[config.mk]
export PLATFORM = sky130hd
export DESIGN_NAME = fastcgi_record_deframer_core_flat
export DESIGN_NICKNAME = d
export VERILOG_FILES = /design/src/rtl/core/fcgi_dfr_pkg.sv /design/src/rtl/core/fcgi_dfr_byte_if.sv /design/src/rtl/core/fcgi_dfr_res_if.sv /design/src/rtl/core/fcgi_dfr_parse.sv /design/src/rtl/core/fcgi_dfr_outq.sv /design/src/rtl/core/fastcgi_record_deframer_core.sv /design/src/flat_wrapper.sv
export SDC_FILE = /design/constraint.sdc
export NUM_CORES = 1
export LEC_CHECK = 0
export BUFFER_PORTS_ARGS = -buffer_cell sky130_fd_sc_hd__buf_4
export CAP_MARGIN = 30
export CORE_MARGIN = 5
export CORE_UTILIZATION = 50
export DETAILED_ROUTE_END_ITERATION = 12
export PLACE_DENSITY = 0.69
export SETUP_SLACK_MARGIN = 0.2
export SLEW_MARGIN = 20
export SYNTH_ARGS = -nofsm -noshare
export SYNTH_HDL_FRONTEND = slang
export SYNTH_SLANG_ARGS = --single-unit
[constraint.sdc]
create_clock -name clk_i -period 4.05 [get_ports clk_i]
set_input_delay 0 -clock clk_i [delete_from_list [all_inputs] [get_ports clk_i]]
set_output_delay 0 -clock clk_i [all_outputs]
set_load 0.01 [all_outputs]
[src/rtl/core/fcgi_dfr_pkg.sv]
// fcgi_dfr_pkg: shared types, codes and constants of the fastcgi record deframer
// no dependencies; imported by fcgi_dfr_parse, fcgi_dfr_outq and fastcgi_record_deframer_core
`timescale 1ns / 1ps

package fcgi_dfr_pkg;

  // longest status line, in bytes, including the terminating crlf
  localparam int unsigned LINE_MAX = 1024;
  localparam int unsigned LCNT_W   = $clog2(LINE_MAX + 1);
  localparam logic [LCNT_W-1:0] LINE_LAST = LCNT_W'(LINE_MAX - 1);

  // result queue geometry
  localparam int unsigned QDEPTH = 8;
  localparam int unsigned QPTR_W = $clog2(QDEPTH);
  localparam int unsigned QCNT_W = $clog2(QDEPTH + 1);

  localparam logic [15:0] EXP_ID_RST = 16'd1;

  // record types
  localparam logic [7:0] REC_END_REQUEST = 8'd3;
  localparam logic [7:0] REC_STDOUT      = 8'd6;
  localparam logic [7:0] REC_STDERR      = 8'd7;
  localparam logic [15:0] END_BODY_LEN   = 16'd8;

  // characters of the status line
  localparam logic [7:0] CH_CR = 8'h0D;
  localparam logic [7:0] CH_LF = 8'h0A;
  localparam logic [7:0] CH_SP = 8'h20;

  // reply code limits
  localparam logic [6:0] CODE_MIN = 7'd10;
  localparam logic [6:0] CODE_LIM = 7'd70;
  localparam logic [6:0] OK_LO    = 7'd20;
  localparam logic [6:0] OK_HI    = 7'd29;

  typedef enum logic [2:0] {
    KIND_BODY   = 3'd0,
    KIND_META   = 3'd1,
    KIND_STATUS = 3'd2,
    KIND_DONE   = 3'd3,
    KIND_ERROR  = 3'd4
  } kind_e;

  typedef enum logic [2:0] {
    CAUSE_NONE        = 3'd0,
    CAUSE_BAD_ID      = 3'd1,
    CAUSE_BAD_TYPE    = 3'd2,
    CAUSE_BAD_END_LEN = 3'd3,
    CAUSE_LINE_LONG   = 3'd4,
    CAUSE_SYNTAX      = 3'd5,
    CAUSE_CODE_RANGE  = 3'd6
  } cause_e;

  typedef enum logic [2:0] {
    PH_HEADER,
    PH_CONTENT,
    PH_PADDING,
    PH_DONE,
    PH_ERROR
  } rec_phase_e;

  typedef enum logic [2:0] {
    LN_TENS,
    LN_UNITS,
    LN_SPACE,
    LN_META,
    LN_COMPLETE
  } line_phase_e;

  typedef struct packed {
    kind_e       kind;
    logic [7:0]  out_byte;
    logic [6:0]  status;
    cause_e      error_cause;
    logic        last;
  } result_t;

  // results produced by one byte, in order
  typedef struct packed {
    logic [1:0] cnt;
    result_t    res0;
    result_t    res1;
  } push_t;

  function automatic result_t mk_res(kind_e kind, logic [7:0] b, logic [6:0] status,
                                     cause_e cause);
    result_t r;
    r.kind        = kind;
    r.out_byte    = b;
    r.status      = status;
    r.error_cause = cause;
    r.last        = 1'b0;
    return r;
  endfunction

endpackage

[src/rtl/core/fcgi_dfr_byte_if.sv]
// fcgi_dfr_byte_if: valid/ready channel carrying one stream byte per transaction
// no dependencies
`timescale 1ns / 1ps

interface fcgi_dfr_byte_if;
  logic       valid;
  logic       ready;
  logic [7:0] in_byte;

  modport source(output valid, output in_byte, input ready);
  modport sink(input valid, input in_byte, output ready);
endinterface

[src/rtl/core/fcgi_dfr_res_if.sv]
// fcgi_dfr_res_if: valid/ready channel carrying one deframer result per transaction
// no dependencies
`timescale 1ns / 1ps

interface fcgi_dfr_res_if;
  logic       valid;
  logic       ready;
  logic [2:0] kind;
  logic [7:0] out_byte;
  logic [6:0] status;
  logic [2:0] error_cause;
  logic       last;

  modport source(output valid, output kind, output out_byte, output status,
                 output error_cause, output last, input ready);
  modport sink(input valid, input kind, input out_byte, input status,
               input error_cause, input last, output ready);
endinterface

[src/rtl/core/fcgi_dfr_parse.sv]
// fcgi_dfr_parse: record and status-line state machine, one byte per cycle
// depends on fcgi_dfr_pkg
`timescale 1ns / 1ps

module fcgi_dfr_parse import fcgi_dfr_pkg::*; (
  input  logic        clk_i,
  input  logic        rst_ni,
  input  logic        vld_i,
  input  logic [7:0]  byte_i,
  input  logic [15:0] exp_id_i,
  output push_t       push_o
);

  rec_phase_e        rec_q, rec_d;
  line_phase_e       line_q, line_d;
  logic [2:0]        hcnt_q, hcnt_d;
  logic [7:0]        typ_q, typ_d, idh_q, idh_d, idl_q, idl_d;
  logic [7:0]        lenh_q, lenh_d, lenl_q, lenl_d, padh_q, padh_d;
  logic [15:0]       cont_q, cont_d;
  logic [7:0]        padl_q, padl_d;
  logic [LCNT_W-1:0] lcnt_q, lcnt_d;
  logic [3:0]        tens_q, tens_d;
  logic [6:0]        code_q, code_d;
  logic              cr_q, cr_d;

  logic        is_digit, finishing, too_long, stream;
  logic [6:0]  code_calc;
  logic [15:0] hdr_len, cont_dec;
  logic [7:0]  pad_dec;
  logic        hdr_end, line_act, body_res;
  logic        err, done_res, status_res, cr_res, byte_res;
  cause_e      cause;

  assign is_digit  = (byte_i[7:4] == 4'h3) && (byte_i[3:0] <= 4'd9);
  assign code_calc = {tens_q, 3'b000} + {2'b00, tens_q, 1'b0} + {3'b000, byte_i[3:0]};
  assign hdr_len   = {lenh_q, lenl_q};
  assign cont_dec  = cont_q - 16'd1;
  assign pad_dec   = padl_q - 8'd1;
  assign finishing = (line_q == LN_META) && cr_q && (byte_i == CH_LF);
  assign too_long  = (lcnt_q >= LINE_LAST) && !finishing;
  assign stream    = (typ_q == REC_STDOUT) || (typ_q == REC_STDERR);
  assign hdr_end   = vld_i && (rec_q == PH_HEADER) && (hcnt_q == 3'd7);
  assign line_act  = vld_i && (rec_q == PH_CONTENT) && (typ_q == REC_STDOUT)
                     && (line_q != LN_COMPLETE);
  assign body_res  = vld_i && (rec_q == PH_CONTENT) && (typ_q == REC_STDOUT)
                     && (line_q == LN_COMPLETE);

  // decisions taken on the current byte
  always_comb begin
    err        = 1'b0;
    cause      = CAUSE_NONE;
    done_res   = 1'b0;
    status_res = 1'b0;
    cr_res     = 1'b0;
    byte_res   = 1'b0;
    if (hdr_end) begin
      priority if ({idh_q, idl_q} != exp_id_i) begin
        err   = 1'b1;
        cause = CAUSE_BAD_ID;
      end else if (typ_q == REC_END_REQUEST) begin
        if (hdr_len != END_BODY_LEN) begin
          err   = 1'b1;
          cause = CAUSE_BAD_END_LEN;
        end else begin
          done_res = 1'b1;
        end
      end else if (!stream) begin
        err   = 1'b1;
        cause = CAUSE_BAD_TYPE;
      end else begin
        // stdout or stderr header, any content or padding follows
      end
    end else if (line_act) begin
      if (too_long) begin
        err   = 1'b1;
        cause = CAUSE_LINE_LONG;
      end else begin
        unique case (line_q)
          LN_TENS: begin
            if (!is_digit) begin
              err   = 1'b1;
              cause = CAUSE_SYNTAX;
            end
          end
          LN_UNITS: begin
            if (!is_digit) begin
              err   = 1'b1;
              cause = CAUSE_SYNTAX;
            end else if (code_calc < CODE_MIN || code_calc >= CODE_LIM) begin
              err   = 1'b1;
              cause = CAUSE_CODE_RANGE;
            end
          end
          LN_SPACE: begin
            if (byte_i != CH_SP) begin
              err   = 1'b1;
              cause = CAUSE_SYNTAX;
            end
          end
          LN_META: begin
            if (finishing) begin
              status_res = 1'b1;
              done_res   = (code_q < OK_LO) || (code_q > OK_HI);
            end else begin
              cr_res   = cr_q;
              byte_res = (byte_i != CH_CR);
            end
          end
          default: ;
        endcase
      end
    end
  end

  // next state
  always_comb begin
    rec_d  = rec_q;
    line_d = line_q;
    hcnt_d = hcnt_q;
    typ_d  = typ_q;
    idh_d  = idh_q;
    idl_d  = idl_q;
    lenh_d = lenh_q;
    lenl_d = lenl_q;
    padh_d = padh_q;
    cont_d = cont_q;
    padl_d = padl_q;
    lcnt_d = lcnt_q;
    tens_d = tens_q;
    code_d = code_q;
    cr_d   = cr_q;
    if (vld_i) begin
      unique case (rec_q)
        PH_HEADER: begin
          unique case (hcnt_q)
            3'd1:    typ_d  = byte_i;
            3'd2:    idh_d  = byte_i;
            3'd3:    idl_d  = byte_i;
            3'd4:    lenh_d = byte_i;
            3'd5:    lenl_d = byte_i;
            3'd6:    padh_d = byte_i;
            default: ;
          endcase
          hcnt_d = hcnt_q + 3'd1;
          if (hdr_end) begin
            priority if (err) begin
              rec_d = PH_ERROR;
            end else if (done_res) begin
              rec_d = PH_DONE;
            end else begin
              cont_d = hdr_len;
              padl_d = padh_q;
              if (hdr_len != 16'd0) begin
                rec_d = PH_CONTENT;
              end else if (padh_q != 8'd0) begin
                rec_d = PH_PADDING;
              end else begin
                rec_d = PH_HEADER;
              end
            end
          end
        end
        PH_CONTENT: begin
          cont_d = cont_dec;
          if (line_act && !err) begin
            lcnt_d = lcnt_q + LCNT_W'(1);
            unique case (line_q)
              LN_TENS: begin
                tens_d = byte_i[3:0];
                line_d = LN_UNITS;
              end
              LN_UNITS: begin
                code_d = code_calc;
                line_d = LN_SPACE;
              end
              LN_SPACE: line_d = LN_META;
              LN_META: begin
                if (finishing) begin
                  cr_d   = 1'b0;
                  line_d = LN_COMPLETE;
                end else begin
                  cr_d = (byte_i == CH_CR);
                end
              end
              default: ;
            endcase
          end
          priority if (err) begin
            rec_d = PH_ERROR;
          end else if (done_res) begin
            rec_d = PH_DONE;
          end else if (cont_dec == 16'd0) begin
            rec_d = (padl_q != 8'd0) ? PH_PADDING : PH_HEADER;
          end else begin
            // record content goes on
          end
        end
        PH_PADDING: begin
          padl_d = pad_dec;
          if (pad_dec == 8'd0) begin
            rec_d = PH_HEADER;
          end
        end
        default: ;
      endcase
    end
  end

  // results of the current byte
  always_comb begin
    push_o.cnt  = 2'd0;
    push_o.res0 = mk_res(KIND_BODY, 8'd0, 7'd0, CAUSE_NONE);
    push_o.res1 = mk_res(KIND_BODY, 8'd0, 7'd0, CAUSE_NONE);
    priority if (err) begin
      push_o.cnt  = 2'd1;
      push_o.res0 = mk_res(KIND_ERROR, 8'd0, 7'd0, cause);
    end else if (status_res) begin
      push_o.res0 = mk_res(KIND_STATUS, 8'd0, code_q, CAUSE_NONE);
      push_o.res1 = mk_res(KIND_DONE, 8'd0, 7'd0, CAUSE_NONE);
      push_o.cnt  = done_res ? 2'd2 : 2'd1;
    end else if (done_res) begin
      push_o.cnt  = 2'd1;
      push_o.res0 = mk_res(KIND_DONE, 8'd0, 7'd0, CAUSE_NONE);
    end else if (cr_res) begin
      push_o.res0 = mk_res(KIND_META, CH_CR, 7'd0, CAUSE_NONE);
      push_o.res1 = mk_res(KIND_META, byte_i, 7'd0, CAUSE_NONE);
      push_o.cnt  = byte_res ? 2'd2 : 2'd1;
    end else if (byte_res) begin
      push_o.cnt  = 2'd1;
      push_o.res0 = mk_res(KIND_META, byte_i, 7'd0, CAUSE_NONE);
    end else if (body_res) begin
      push_o.cnt  = 2'd1;
      push_o.res0 = mk_res(KIND_BODY, byte_i, 7'd0, CAUSE_NONE);
    end else begin
      // no result for this byte
    end
    push_o.res0.last = (push_o.cnt == 2'd1);
    push_o.res1.last = (push_o.cnt == 2'd2);
  end

  always_ff @(posedge clk_i or negedge rst_ni) begin
    if (!rst_ni) begin
      rec_q  <= PH_HEADER;
      line_q <= LN_TENS;
      hcnt_q <= 3'd0;
      typ_q  <= 8'd0;
      idh_q  <= 8'd0;
      idl_q  <= 8'd0;
      lenh_q <= 8'd0;
      lenl_q <= 8'd0;
      padh_q <= 8'd0;
      cont_q <= 16'd0;
      padl_q <= 8'd0;
      lcnt_q <= '0;
      tens_q <= 4'd0;
      code_q <= 7'd0;
      cr_q   <= 1'b0;
    end else begin
      rec_q  <= rec_d;
      line_q <= line_d;
      hcnt_q <= hcnt_d;
      typ_q  <= typ_d;
      idh_q  <= idh_d;
      idl_q  <= idl_d;
      lenh_q <= lenh_d;
      lenl_q <= lenl_d;
      padh_q <= padh_d;
      cont_q <= cont_d;
      padl_q <= padl_d;
      lcnt_q <= lcnt_d;
      tens_q <= tens_d;
      code_q <= code_d;
      cr_q   <= cr_d;
    end
  end

endmodule

[src/rtl/core/fcgi_dfr_outq.sv]
// fcgi_dfr_outq: small result queue taking up to two results per cycle
// depends on fcgi_dfr_pkg
`timescale 1ns / 1ps

module fcgi_dfr_outq import fcgi_dfr_pkg::*; (
  input  logic              clk_i,
  input  logic              rst_ni,
  input  push_t             push_i,
  input  logic              pop_i,
  output result_t           head_o,
  output logic              valid_o,
  output logic [QCNT_W-1:0] free_o
);

  result_t           mem_q [QDEPTH];
  logic [QPTR_W-1:0] wr_q, wr_d, rd_q, rd_d, wr_nx;
  logic [QCNT_W-1:0] cnt_q, cnt_d;

  assign wr_nx   = wr_q + QPTR_W'(1);
  assign wr_d    = wr_q + QPTR_W'(push_i.cnt);
  assign rd_d    = rd_q + QPTR_W'(pop_i);
  assign cnt_d   = cnt_q + QCNT_W'(push_i.cnt) - QCNT_W'(pop_i);
  assign head_o  = mem_q[rd_q];
  assign valid_o = (cnt_q != '0);
  assign free_o  = QCNT_W'(QDEPTH) - cnt_q;

  always_ff @(posedge clk_i) begin
    if (push_i.cnt != 2'd0) begin
      mem_q[wr_q] <= push_i.res0;
    end
    if (push_i.cnt == 2'd2) begin
      mem_q[wr_nx] <= push_i.res1;
    end
  end

  always_ff @(posedge clk_i or negedge rst_ni) begin
    if (!rst_ni) begin
      wr_q  <= '0;
      rd_q  <= '0;
      cnt_q <= '0;
    end else begin
      wr_q  <= wr_d;
      rd_q  <= rd_d;
      cnt_q <= cnt_d;
    end
  end

endmodule

[src/rtl/core/fastcgi_record_deframer_core.sv]
// fastcgi_record_deframer_core: top level of the fastcgi response deframer
// depends on fcgi_dfr_pkg, fcgi_dfr_byte_if, fcgi_dfr_res_if, fcgi_dfr_parse, fcgi_dfr_outq
`timescale 1ns / 1ps

// Takes a FastCGI response stream one byte per transaction and turns it into
// result transactions: body bytes, status-line meta bytes, the two-digit
// reply code, request done, or an error with its cause. An accepted byte is
// held in an input register, then the parser updates its record and
// status-line state and pushes zero, one or two results into an eight-entry
// result queue that drives the output channel. A byte is taken every cycle
// as long as the queue has room for the results of the byte already in flight
// plus two more, so the sustained rate is one byte per cycle while the sink
// keeps up; bytes that produce two results (status plus done, or a held cr
// plus the next meta byte) are bounded by the one-result-per-cycle drain of
// the output channel. After request done or an error every further byte is
// accepted and dropped. expected_id is written through cfg_we_i/cfg_wdata_i;
// the user must write it only while idle; the block itself does not enforce this.

module fastcgi_record_deframer_core import fcgi_dfr_pkg::*; (
  input  logic            clk_i,
  input  logic            rst_ni,
  input  logic            cfg_we_i,
  input  logic [15:0]     cfg_wdata_i,
  fcgi_dfr_byte_if.sink   in_i,
  fcgi_dfr_res_if.source  out_o
);

  // configured request id
  logic [15:0] exp_id_q;

  // input register
  logic        in_vld_q;
  logic [7:0]  in_byte_q;
  logic        in_acc;

  // queue side
  push_t             push;
  result_t           head;
  logic              q_valid;
  logic [QCNT_W-1:0] q_free;
  logic [QCNT_W-1:0] q_need;

  // room for the byte in flight and for the byte being taken
  assign q_need    = in_vld_q ? QCNT_W'(4) : QCNT_W'(2);
  assign in_i.ready = (q_free >= q_need);
  assign in_acc    = in_i.valid && in_i.ready;

  always_ff @(posedge clk_i or negedge rst_ni) begin
    if (!rst_ni) begin
      exp_id_q <= EXP_ID_RST;
      in_vld_q <= 1'b0;
    end else begin
      if (cfg_we_i) begin
        exp_id_q <= cfg_wdata_i;
      end
      in_vld_q <= in_acc;
    end
  end

  // byte payload needs no reset, it is qualified by in_vld_q
  always_ff @(posedge clk_i) begin
    if (in_acc) begin
      in_byte_q <= in_i.in_byte;
    end
  end

  fcgi_dfr_parse u_parse (
    .clk_i    (clk_i),
    .rst_ni   (rst_ni),
    .vld_i    (in_vld_q),
    .byte_i   (in_byte_q),
    .exp_id_i (exp_id_q),
    .push_o   (push)
  );

  fcgi_dfr_outq u_outq (
    .clk_i   (clk_i),
    .rst_ni  (rst_ni),
    .push_i  (push),
    .pop_i   (q_valid && out_o.ready),
    .head_o  (head),
    .valid_o (q_valid),
    .free_o  (q_free)
  );

  // output channel straight from the queue head
  assign out_o.valid       = q_valid;
  assign out_o.kind        = head.kind;
  assign out_o.out_byte    = head.out_byte;
  assign out_o.status      = head.status;
  assign out_o.error_cause = head.error_cause;
  assign out_o.last        = head.last;

  // the queue never overflows: the ready rule reserves room ahead of time
  a_no_overflow: assert property (@(posedge clk_i) disable iff (!rst_ni)
    QCNT_W'(push.cnt) <= q_free)
    else $error("result queue overflow");

  // nothing is pushed without a byte in the input register
  a_push_needs_byte: assert property (@(posedge clk_i) disable iff (!rst_ni)
    !in_vld_q |-> push.cnt == 2'd0)
    else $error("result pushed without an input byte");

  // after done or error the parser stays silent
  a_halt: assert property (@(posedge clk_i) disable iff (!rst_ni)
    (push.cnt == 2'd1 && (push.res0.kind == KIND_DONE || push.res0.kind == KIND_ERROR)) ||
    (push.cnt == 2'd2 && push.res1.kind == KIND_DONE)
    |=> push.cnt == 2'd0)
    else $error("result after request end");

  // an error is always the only result of its byte
  a_error_alone: assert property (@(posedge clk_i) disable iff (!rst_ni)
    push.cnt == 2'd2 |-> push.res0.kind != KIND_ERROR && push.res1.kind != KIND_ERROR)
    else $error("error result shares a byte with another result");

endmodule
[src/flat_wrapper.sv]
// flat-port wrapper written by rule: the top's interface ports become plain ports
module fastcgi_record_deframer_core_flat import fcgi_dfr_pkg::*;
  (clk_i, rst_ni, cfg_we_i, cfg_wdata_i, in_i_valid, in_i_in_byte, in_i_ready, out_o_valid, out_o_kind, out_o_out_byte, out_o_status, out_o_error_cause, out_o_last, out_o_ready);
  fcgi_dfr_byte_if in_i_i ();
  fcgi_dfr_res_if out_o_i ();
  input  logic clk_i;
  input  logic rst_ni;
  input  logic cfg_we_i;
  input  logic [15:0] cfg_wdata_i;
  input wire logic [$bits(in_i_i.valid)-1:0] in_i_valid;
  input wire logic [$bits(in_i_i.in_byte)-1:0] in_i_in_byte;
  output wire logic [$bits(in_i_i.ready)-1:0] in_i_ready;
  output wire logic [$bits(out_o_i.valid)-1:0] out_o_valid;
  output wire logic [$bits(out_o_i.kind)-1:0] out_o_kind;
  output wire logic [$bits(out_o_i.out_byte)-1:0] out_o_out_byte;
  output wire logic [$bits(out_o_i.status)-1:0] out_o_status;
  output wire logic [$bits(out_o_i.error_cause)-1:0] out_o_error_cause;
  output wire logic [$bits(out_o_i.last)-1:0] out_o_last;
  input wire logic [$bits(out_o_i.ready)-1:0] out_o_ready;
  assign in_i_i.valid = in_i_valid;
  assign in_i_i.in_byte = in_i_in_byte;
  assign in_i_ready = in_i_i.ready;
  assign out_o_valid = out_o_i.valid;
  assign out_o_kind = out_o_i.kind;
  assign out_o_out_byte = out_o_i.out_byte;
  assign out_o_status = out_o_i.status;
  assign out_o_error_cause = out_o_i.error_cause;
  assign out_o_last = out_o_i.last;
  assign out_o_i.ready = out_o_ready;
  fastcgi_record_deframer_core u_core (.clk_i(clk_i), .rst_ni(rst_ni), .cfg_we_i(cfg_we_i), .cfg_wdata_i(cfg_wdata_i), .in_i(in_i_i), .out_o(out_o_i));
endmodule
==> results.sh <==
export IMPL_rsz0062_at_grt="no"
export IMPL_stdcell_count=2032
export IMPL_place_hpwl_um=27300
export IMPL_drt_vias_per_instance=5.86
export IMPL_yosysUniqueCellTypes=88
export IMPL_p_clk_share_pct=28.8
export IMPL_antenna_left=0
export IMPL_path_max_fanout=4
export IMPL_area_growth_pct=15.4
export IMPL_syn_num_nets=1547
export IMPL_coreArea_um2=32400
export IMPL_status="finished, violations left"
export IMPL_place_ws_ps=298
export IMPL_io_pins=53
export IMPL_die_area_um2=36300
export IMPL_totalWireLength_um=39600
export IMPL_worstSetupEndpointType="flop"
export IMPL_violations="negative hold slack"
export IMPL_fmax_mhz=273
export IMPL_cp_required_ps=4480
export IMPL_synth_main_ff_cell="dfrtp_1"
export IMPL_p_int_mw=7.18
export IMPL_irDropWorstVdd_uv=383
export IMPL_period_share_pct=90.5
export IMPL_synth_largest_area_cell="dfrtp_1"
export IMPL_worst_slack_ps=385
export IMPL_place_congestion=0.929
export IMPL_power_mw=11.0
export IMPL_dr_pass1_iters=5
export IMPL_rows=66
export IMPL_setup_worst_path_class="flop to flop"
export IMPL_setup_violations=0
export IMPL_report_final_hold_viol_count=7
export IMPL_cts_tree="yes"
export IMPL_holdWs_ps=-13.3
export IMPL_slew_violations=0
export IMPL_tightest_slew_ps=901
export IMPL_port_buffers=52
export IMPL_synth_warnings=0
export IMPL_grt_pass1_wl_um=64600
export IMPL_antenna_found_initial=0
export IMPL_clock_root_buffer="clkbuf_16"
export IMPL_leakage_nw=7.81
export IMPL_clock_latency_ps=540
export IMPL_grt_usage_pct=21.9
export IMPL_cts_clk_slew_worst_paths_ps=60
export IMPL_cts_max_level=2
export IMPL_slowest_stage="fa_2"
export IMPL_swShare_pct=34.9
export IMPL_clockBufferDepth=3
export IMPL_avgSynthCellArea_um2=11.0
export IMPL_grt_start_max_net_pins=96
export IMPL_maxCapViolations=0
export IMPL_seqPwrFrac_pct=39.7
export IMPL_ys_ff_latch=315
export IMPL_synth_most_common_cell="nand2_1"
export IMPL_cpPeakStageDelay_ps=510
export IMPL_min_period_ps=3660
export IMPL_numCtsBuffers=35
export IMPL_synth_cells=1483
export IMPL_synth_top_area_share_pct=20.0
export IMPL_crit_buf_inv=4
export IMPL_grt_overflow=0
export IMPL_drc_errors=0
export IMPL_numClockSinks=315
export IMPL_die_h_um=190
export IMPL_wl_per_cell_um=19.5
export IMPL_pwr_share_comb_pct=31.5
export IMPL_layout_drive_gt1_share_pct=19.8
export IMPL_fin_tns_setup_ps=0
export IMPL_hold_class="input port to asynchronous set/reset pin"
export IMPL_dpl_cell_count=1920
export IMPL_switchingPower_mw=3.84
export IMPL_synth_area_um2=16300
export IMPL_dpl_cell_area_um2=17100
export IMPL_drt_iter0_drc=945
export IMPL_vias=11900
export IMPL_fp_dieW_um=190
export IMPL_nNetsFinal=1628
export IMPL_start_kind="flop"
export IMPL_skew_ps=19.8
export IMPL_diodes=0
export IMPL_final_area_um2=18800
export IMPL_relSlewSlack_pct=39.7
export IMPL_start_util_pct=50.3
export IMPL_grt_pass1_vias=11900
export IMPL_seq_area_frac_synth_pct=48.7
export IMPL_worstPathCellList="ha_4 > ha_1 > inv_1 > fa_2 > nand2b_4 > a21oi_2 > xor2_1 > mux2i_2 > a211oi_2 > or2_1 > and3_4 > inv_4 > ha_4 > inv_2 > fa_2 > inv_1"
export IMPL_synth_edf_count=96
export IMPL_powerDensity_nw_per_um2=587
export IMPL_synthTopCellsByCount="nand2_1 (206), dfrtp_1 (130), edfxtp_1 (96)"
export IMPL_synthArstFlopShare_pct=41.6
export IMPL_crit_arrival_ps=4100
export IMPL_path_delay_family="adder cells"
export IMPL_synth_area_leaders="dfrtp_1 (20%), edfxtp_1 (18%), dfxtp_1 (11%)"
[cell type report]
cell class	count	area, um^2
Sequential cell	315	7930
Clock inverter	21	219
Clock buffer	42	932
Tap cell	442	553
Fill cell	2670	13600
Multi-Input combinational cell	1016	7700
Inverter	55	209
Timing Repair Buffer	141	1250
[layer usage]
| metal | vias up | GRT usage (%) | wire length (um) |
|---|---|---|---|
| li1 | 5560 | - | - |
| met1 | 5912 | 30.4 | 17500 |
| met2 | 377 | 36.5 | 19000 |
| met3 | 68 | 3.61 | 2310 |
| met4 | 0 | 5.28 | 840 |
| met5 | - | 0 | 0 |
[power groups by stage]
stage	registers, mW	logic, mW	clock network (mW)
4_1_cts	4.35	3.40	3.22
3_5_place_dp	4.41	3.34	0
6_report	4.37	3.47	3.18
2_1_floorplan	4.09	2.58	0
5_1_grt	4.44	3.82	3.36
3_3_place_gp	4.47	3.13	0
[repair_timing]
action | in CTS | in global routing
hold buffers | 43 | 0
hold endpoints to repair | 120 | 0
endpoints found under the setup margin | 0 | 106
setup buffers | 0 | 4
gates resized for setup | 0 | 4
[worst reg2reg max path, stage by stage (launching register included)]
cell and delay (ps):
edfxtp_1 460, ha_4 300, ha_1 150, inv_1 60, fa_2 390, nand2b_4 160, a21oi_2 120, xor2_1 240
mux2i_2 310, a211oi_2 140, or2_1 260, and3_4 190, inv_4 70, ha_4 140, inv_2 40, fa_2 510
inv_1 40
[flip-flops by register name, indices dropped and copies added (netlist names)]
signal	count
u_core.in_vld_q	1
u_core.u_parse.rec_q	3
u_core.u_outq.wr_q	3
u_core.u_outq.rd_q	3
u_core.u_parse.lenl_q	8
u_core.u_parse.lenh_q	8
u_core.u_parse.lcnt_q	11
u_core.u_parse.padl_q	8
u_core.u_parse.typ_q	8
u_core.u_outq.mem_q	176
u_core.in_byte_q	8
u_core.u_parse.code_q	7
u_core.u_parse.tens_q	4
u_core.u_parse.idh_q	8
u_core.u_parse.cont_q	16
u_core.u_parse.hcnt_q	3
u_core.u_outq.cnt_q	4
u_core.u_parse.line_q	3
u_core.u_parse.idl_q	8
u_core.u_parse.cr_q	1
u_core.exp_id_q	16
u_core.u_parse.padh_q	8
[through the flow]
stage | utilization (%) | hold WS [ps]
after floorplan | - | -296
after global placement | 52.7 | 171
after detailed placement | 52.8 | 172
after CTS | 57.7 | 166
after global routing | 58.0 | 33.7
final | 58.0 | -13.3
[logic make-up after synthesis]
| family | synth area share [%] |
|---|---|
| adders and majority gates | 2.87 |
| buffers and inverters | 4.47 |
| xor gates and xnor gates | 2.10 |
| AOI/OAI and AO/OA | 9.33 |
| DFF | 48.7 |
| and+or+nand+nor | 15.7 |
| muxes | 16.8 |
[final timing paths]
kind	start	end	slack (ps)	depth (start not counted)
min in group clk_i	in_i_in_byte[6]	u_core.in_byte_q[6]	190	2
worst max register to register	u_core.in_byte_q[2]	u_core.u_outq.cnt_q[1]	390	16
worst min register to register	u_core.u_outq.mem_q[5][9]	u_core.u_outq.mem_q[5][9]	460	2
max in group asynchronous	rst_ni	u_core.exp_id_q[0]	2930	4
worst min-delay path	rst_ni	u_core.u_parse.hcnt_q[2]	-10	2
worst max-delay path	u_core.in_byte_q[2]	u_core.u_outq.cnt_q[1]	390	16
[placed cells by master (no fill, tap or decap), types with 7 or more instances in the layout]
master | Yosys | routed
inv_1 | 54 | 51
dfxtp_1 | 88 | 88
nand3_1 | 40 | 40
nor2_1 | 73 | 73
nand4_1 | 21 | 21
o211ai_1 | 18 | 18
and2_1 | 8 | 8
mux2i_1 | 88 | 87
o21ai_4 | 7 | 7
and3_1 | 13 | 12
mux4_2 | 44 | 44
nor3_1 | 32 | 32
a31oi_1 | 11 | 11
o21ai_1 | 12 | 12
or3_1 | 7 | 7
xor2_1 | 19 | 18
nor4_1 | 19 | 19
o22ai_1 | 25 | 25
a31o_1 | 9 | 9
xnor2_1 | 20 | 20
o21ai_0 | 39 | 39
mux2_2 | 71 | 71
dlygate4sd3_1 | 0 | 43
clkbuf_16 | 0 | 35
or4_1 | 8 | 8
nor2b_1 | 44 | 44
dfrtp_1 | 130 | 128
ha_1 | 31 | 28
a21oi_1 | 47 | 45
buf_4 | 5 | 91
edfxtp_1 | 96 | 96
nand2_1 | 206 | 205
No activity file was read; power rests on OpenSTA's default activity.
